[config.mk]
export PLATFORM = sky130hd
export DESIGN_NAME = dpq_cell
export DESIGN_NICKNAME = d
export VERILOG_FILES = /design/src/rtl/core/double_ended_priority_queue_assert.svh /design/src/rtl/core/dpq_pkg.sv /design/src/rtl/core/dpq_cell.sv
export SDC_FILE = /design/constraint.sdc
export NUM_CORES = 1
export LEC_CHECK = 0
export BUFFER_PORTS_ARGS = -buffer_cell sky130_fd_sc_hd__buf_2
export CORE_ASPECT_RATIO = 0.8
export CORE_MARGIN = 8
export CORE_UTILIZATION = 25
export DETAILED_ROUTE_END_ITERATION = 8
export PLACE_DENSITY = 0.5
export SLEW_MARGIN = 0
export SYNTH_ARGS = -nofsm -noshare
export SYNTH_HDL_FRONTEND = slang
export SYNTH_SLANG_ARGS = --single-unit
[constraint.sdc]
create_clock -name clk -period 4.1 [get_ports clk]
set_input_delay 0 -clock clk [delete_from_list [all_inputs] [get_ports clk]]
set_output_delay 0 -clock clk [all_outputs]
set_load 0.005 [all_outputs]
[src/rtl/core/double_ended_priority_queue_assert.svh]
// Assertion macros for the priority queue RTL.
`ifndef DOUBLE_ENDED_PRIORITY_QUEUE_ASSERT_SVH
`define DOUBLE_ENDED_PRIORITY_QUEUE_ASSERT_SVH

// Same-cycle implication, checked on every rising clock edge outside reset.
`define DPQ_ASSERT_NOW(label, ante, cons, msg) \
  label: assert property (@(posedge clk) disable iff (!rst_n) (ante) |-> (cons)) \
    else $error(msg);

// Next-cycle implication, checked on every rising clock edge outside reset.
`define DPQ_ASSERT_NEXT(label, ante, cons, msg) \
  label: assert property (@(posedge clk) disable iff (!rst_n) (ante) |=> (cons)) \
    else $error(msg);

`endif

[src/rtl/core/dpq_pkg.sv]
// Types, codes and constants of the double-ended priority queue.
`default_nettype none
package dpq_pkg;

  localparam int VALUE_W      = 32;
  localparam int FILL_W       = 7;
  localparam int REQ_W        = 2;
  localparam int ERR_W        = 2;
  localparam int CAPACITY_DEF = 64;
  localparam int GROUP_SIZE   = 8;

  localparam logic [REQ_W-1:0] REQ_INSERT  = 2'd0;
  localparam logic [REQ_W-1:0] REQ_POP_MIN = 2'd1;
  localparam logic [REQ_W-1:0] REQ_POP_MAX = 2'd2;

  localparam logic [ERR_W-1:0] ERR_NONE  = 2'd0;
  localparam logic [ERR_W-1:0] ERR_EMPTY = 2'd1;
  localparam logic [ERR_W-1:0] ERR_FULL  = 2'd2;

  typedef enum logic [1:0] {
    OP_HOLD,
    OP_INSERT,
    OP_POP_MIN,
    OP_POP_MAX
  } cell_op_t;

  typedef struct packed {
    logic                      vld;
    logic                      keep;
    logic signed [VALUE_W-1:0] val;
  } cell_link_t;

  typedef struct packed {
    logic [REQ_W-1:0]          req_type;
    logic signed [VALUE_W-1:0] value;
  } in_item_t;

  typedef struct packed {
    logic signed [VALUE_W-1:0] removed_value;
    logic signed [VALUE_W-1:0] min_value;
    logic signed [VALUE_W-1:0] max_value;
    logic [FILL_W-1:0]         fill_level;
    logic                      is_empty;
    logic                      is_full;
    logic [ERR_W-1:0]          error_code;
  } out_item_t;

endpackage
`default_nettype wire

[src/rtl/core/dpq_cell.sv]
// One cell of the sorted chain: holds one value and its valid bit.
`default_nettype none
module dpq_cell (
  input  wire                                clk,
  input  wire                                rst_n,
  input  dpq_pkg::cell_op_t                  op,
  input  wire logic signed [dpq_pkg::VALUE_W-1:0] ins_val,
  input  dpq_pkg::cell_link_t                lnk_left,
  input  dpq_pkg::cell_link_t                lnk_right,
  output dpq_pkg::cell_link_t                lnk,
  output logic [dpq_pkg::VALUE_W-1:0]        last_val
);

  logic                              vld_r, vld_nxt;
  logic signed [dpq_pkg::VALUE_W-1:0] val_r, val_nxt;
  logic                              keep;

  // keep is true on a prefix of the chain: values not above the new one stay
  assign keep     = vld_r && (val_r <= ins_val);
  assign lnk.vld  = vld_r;
  assign lnk.keep = keep;
  assign lnk.val  = val_r;
  assign last_val = (vld_r && !lnk_right.vld) ? val_r : '0;

  always_comb begin
    vld_nxt = vld_r;
    val_nxt = val_r;
    case (op)
      dpq_pkg::OP_INSERT: begin
        if (!keep) begin
          if (lnk_left.keep) begin
            vld_nxt = 1'b1;
            val_nxt = ins_val;
          end else begin
            vld_nxt = lnk_left.vld;
            val_nxt = lnk_left.val;
          end
        end
      end
      dpq_pkg::OP_POP_MIN: begin
        vld_nxt = lnk_right.vld;
        val_nxt = lnk_right.val;
      end
      dpq_pkg::OP_POP_MAX: begin
        if (vld_r && !lnk_right.vld) begin
          vld_nxt = 1'b0;
        end
      end
      default: begin
      end
    endcase
  end

  always_ff @(posedge clk) begin
    if (!rst_n) begin
      vld_r <= 1'b0;
    end else begin
      vld_r <= vld_nxt;
    end
  end

  always_ff @(posedge clk) begin
    val_r <= val_nxt;
  end

endmodule
`default_nettype wire

== Yosys cells after proc, flatten, opt, wreduce, memory -nomap -nowiden ==
Index checks and enable logic that the tools add are counted.
Word-level totals
  word-level logic and storage cells: 23
  flip-flop bits (word level): 33
  output and inout bits: 66
Operators by class
  magnitude comparators: 1
  equal/unequal tests: 5
  multiplexer cells: 8
  reductions and logical operators: 7
Operators with widths (count)
  $mux 32: 3
  $pmux 32 s2: 1
  $le 32x32->1: 1
  $eq 2x2->1 const B: 2
  $ne 2x2->1 const B: 2
  $mux 1: 3
  $pmux 1 s3: 1
  $reduce_and 3->1: 1
  $reduce_bool 3->1: 1
  $eq 2x1->1 const B: 1
  $logic_and 1x1->1: 2
  $reduce_and 2->1: 1
  $reduce_bool 2->1: 1
  $logic_not 1->1: 1

== Depth between registers and ports, before layout ==
  depth in word-level cells: 4
  depth in mapped cells: 9
  gate-level depth less buffers: 8

== Worst setup path after synthesis ==
OpenSTA, ideal clock, no wires.
  path kind: register to register
  start: reg val_r[15] in the netlist's numbering
  end: reg val_r[0] in the netlist's numbering (enable)
  clock period less this slack: 4.484 ns
  data arrival time: 4.015 ns
  path buffers: 0
  path slack: -0.384 ns
  stages on the path, launching flop included: 8
  setup time: 0.470 ns
  cell sequence: edfxtp_1 -> ha_1 -> nand4_1 -> nor4_1 -> o21ai_0 -> o211ai_1 -> a211oi_1 -> o31ai_1
Between the ends
  longest elaborated chain between the ends: 4
RTL lines
  start: declaration: line dpq_cell.sv:15  | logic signed [dpq_pkg::VALUE_W-1:0] val_r, val_nxt;
  start signal: assignment: line dpq_cell.sv:63  | val_r <= val_nxt;
  $le 32x32->1: line dpq_cell.sv:19  | assign keep = vld_r && (val_r <= ins_val);
  $logic_and 1x1->1: line dpq_cell.sv:19
  $ne 2x2->1 (no line)
  $reduce_and 2->1 (no line)
Every way passes these cells.
A chain may end at the register's enable or synchronous reset.

== Worst setup path after layout ==
  start: reg val_r[15] in the netlist's numbering
  end: reg val_r[18] in the netlist's numbering (enable)
The elaborated chain is that of the path after synthesis.

==> out/metrics.csv <==
stage,metric,value,unit
worst_setup_path,timing.critical_path.slowest_stage_cell,nor4_1,
die,placementRows,34,
place,dp_cells,608,
synthesis,synth_seq_area_share,0.357,
worst_setup_path,category_of_cells_accounting_for_the_largest_share_of_critical_path_delay,compound AO/OA/AOI/OAI gates,
route,drt_iter0_markers,85,
timing,max_slew.worst_pin.slew,1130,ps
worst_setup_path,crit_buf_inv,1,
timing,max_transition_margin,0.247,
timing,fin_worst_skew,6.10,ps
route,postRouteAntennaNets,0,
worst_setup_path,crit_path_max_fanout,19,
grt,antenna_violations_before_repair,0,
timing,timing.final.max_slew_violations,0,
timing,finalCritPeriodShare,0.727,
hold_path,hold_path_depth,3,
worst_setup_path,worstReg2RegEnd,val_r[18],
grt,grt_pass1_wl,13.6,mm
route,drt_wl_total,8.98,mm
synthesis,yosys_warnings,0,
timing,hold_viol_final,0,
grt,groute.usage.overall,0.116,
worst_setup_path,crit_chain,"ha_1, nand4_1, nor4_1, o21ai_0, o211ai_1, a211oi_1, o31ai_4, buf_4",
clock_tree,cts.path.max_buffers,2,
synthesis,area_of_the_mapped_netlist,0.00275,mm^2
worst_setup_path,worstReg2RegStart,val_r[15],
synthesis,synth_area_leader_cell,edfxtp_1,
layout,antenna-diode-count,0,
hold_path,hp-start,lnk_right[1],
clock_tree,clk-insertion-delay-late,280,ps
die,dieArea,0.0146,mm^2
clock_tree,numCtsBuffers,5,
clock_tree,cts-htree-levels,2,
layout,fin_cells,624,
hold_path,worstHoldPathType,in2reg,
route,first_pass_iters,4,
place,detailedPlacementHpwl,7.19,mm
worst_setup_path,crit_path_max_incr_delay,490,ps
grt,first_global_vias,2721,
worst_setup_path,worst_r2r_path_depth,8,
worst_setup_path,critPathCaptureType,flip-flop,
layout,final_net_count,615,
power,highest_ir_drop_seen_on_vdd,0.126,mV
synthesis,synth.net_count,445,
timing,setup_viol,0,
clock_tree,cts.sinks,33,
synthesis,synth-seq-cells,33,
worst_setup_path,regToRegSetupSlack,1120,ps
power,power.static_leakage,0.00208,uW
synthesis,post_synth_inst_count,309,
timing,timing.final.crit_period,2980,ps
clock_tree,tritoncts,done,
synthesis,synthDominantCellAreaShare,0.349,
route,detailed_route_via_count,2697,
worst_setup_path,cp_data_required_time,4050,ps
die,num_io_pins,170,
die,core_area,0.0108,mm^2
clock_tree,clkSlewWorstSetupHoldPaths,60,ps
flow_run,max-cap-violations,0,
synthesis,synth_top_cells_by_area,"edfxtp_1 (35%), ha_1 (15%), mux2i_1 (12%)",
route,via_per_inst,4.32,
worst_setup_path,critical_path_class,reg2reg,
die,die-width,133,um
route,drc_markers,0,
grt,largest_net_degree_at_the_start_of_global_routing,65,
route,mean_routed_wirelength_per_cell,14.4,um
timing,fmax,0.336,GHz
layout,area_growth_syn_to_layout,44.2,%
hold_path,hold_path_end,val_r[1],
run_status,status,"complete, no violations",
timing,grt_setup_unrepaired,false,
place,globalplace.congestion,0.725,
grt,grt_remaining_overflow,0,
layout,proportion_of_layout_cells_with_a_drive_suffix_above_1,0.383,
die,vert_die_dim,110,um
clock_tree,cts_repair_resize_count,0,
power,power-per-cell-area,289,mW/mm^2
layout,final.fill_count,1158,
place,place.port_buffers,168,
worst_setup_path,timing.critical_path.arrival,2930,ps
clock_tree,clockRootBuffer,clkbuf_16,
timing,total_negative_slack_for_setup_checks,0,ps
worst_setup_path,crit_path_from,val_r[15],
synthesis,synth.lib_cells_used.distinct,31,
die,initial_core_utilization,0.255,
synthesis,synth.avg_cell_area,8.90,um^2
worst_setup_path,worstSetupStartpointType,flip-flop,
==> state kept, by name, summed over array words and instances (netlist names) <==
name,count
vld_r,1
val_r,32
==> power by group <==
group / switching (uW) / total (uW) / internal, uW
Sequential: 29.5 / 454 / 425
Combinational: 168 / 324 / 156
Clock: 144 / 367 / 223
==> layer usage <==
metal / GRT usage / wire, um
met1: 0.145 / 4050
met2: 0.192 / 4180
met5: 0 / 0
met4: 0.0216 / 44
met3: 0.0411 / 708
==> through the flow <==
step	utilization	setup slack, ps	total power, uW	hold slack, ps	instance area, um^2
finish	0.367	1120	1150	3.15	3970
global route	0.367	879	1230	16.8	3970
CTS	0.367	960	1170	0.120	3970
detailed placement	0.347	971	787	279	3750
global placement	0.347	1130	782	280	3750
floorplan	-	589	628	187	2760
==> synth_stat cells (all sizes together) <==
| master | instances |
|---|---|
| nand2 | 43 |
| o21ai | 39 |
| inv | 34 |
| and2 | 32 |
| edfxtp | 32 |
| ha | 32 |
| mux2i | 32 |
| a21oi | 14 |
| clkbuf | 11 |
| nor2 | 8 |
| nand4 | 6 |
| buf | 5 |
| a21o | 3 |
| a211oi | 2 |
| nand3 | 2 |
| nor4 | 2 |
| o21a | 2 |
| a221oi | 1 |
| dfxtp | 1 |
| nand2b | 1 |
| nand4b | 1 |
| nor2b | 1 |
| nor3 | 1 |
| o211ai | 1 |
| o221ai | 1 |
| o31ai | 1 |
| or4 | 1 |
==> worst register-to-register path: stages, from the launching register on <==
cell and delay, ps:
edfxtp_1 410, ha_1 340, nand4_1 200, nor4_1 490
o21ai_0 230, o211ai_1 180, a211oi_1 180, o31ai_4 290
buf_4 330
==> how the worst max path moves through the flow <==
stage / end / slack, ps / depth (start not counted)
after global routing: val_r[18] / 880 / 8
final: val_r[18] / 1120 / 8
after global placement: val_r[0] / 1130 / 8
after detailed placement: val_r[2] / 970 / 8
after CTS: val_r[2] / 960 / 8
after floorplan: val_r[0] / 590 / 7
==> cell families (layout without fill, tap and decap cells) <==
logic type | count (synthesis) | after routing | synth area share
simple gates | 98 | 98 | 0.177
compound gates | 64 | 64 | 0.132
buf+inv | 50 | 221 | 0.0723
flops | 33 | 33 | 0.357
fa+ha+maj | 32 | 32 | 0.146
mux | 32 | 32 | 0.116
==> timing repair <==
| item | in CTS | in global routing |
|---|---|---|
| hold buffers | 8 | 0 |
| setup buffers | 0 | 0 |
| hold endpoints to repair | 8 | 0 |
==> layout make-up <==
type | count | area [um^2] | share of cell area
tap | 144 | 180 | 0.0454
multi-input combinational | 226 | 1590 | 0.402
sequential | 33 | 981 | 0.247
inverter | 34 | 128 | 0.0322
clock buffer | 6 | 129 | 0.0325
clock inverter | 2 | 10.0 | 0.00252
timing repair buffer | 179 | 943 | 0.238
==> placed cells by master (no fill, tap or decap), types with 3 or more instances in the layout <==
| master | count |
|---|---|
| mux2i_1 | 32 |
| nand4_1 | 6 |
| buf_4 | 3 |
| nor2_1 | 7 |
| clkbuf_16 | 5 |
| and2_1 | 32 |
| nand2_1 | 43 |
| inv_1 | 34 |
| ha_1 | 32 |
| a21oi_1 | 13 |
| edfxtp_1 | 32 |
| buf_2 | 168 |
| o21ai_0 | 37 |
| dlygate4sd3_1 | 8 |
| a21o_1 | 3 |
(Power assumes the default switching activity.)
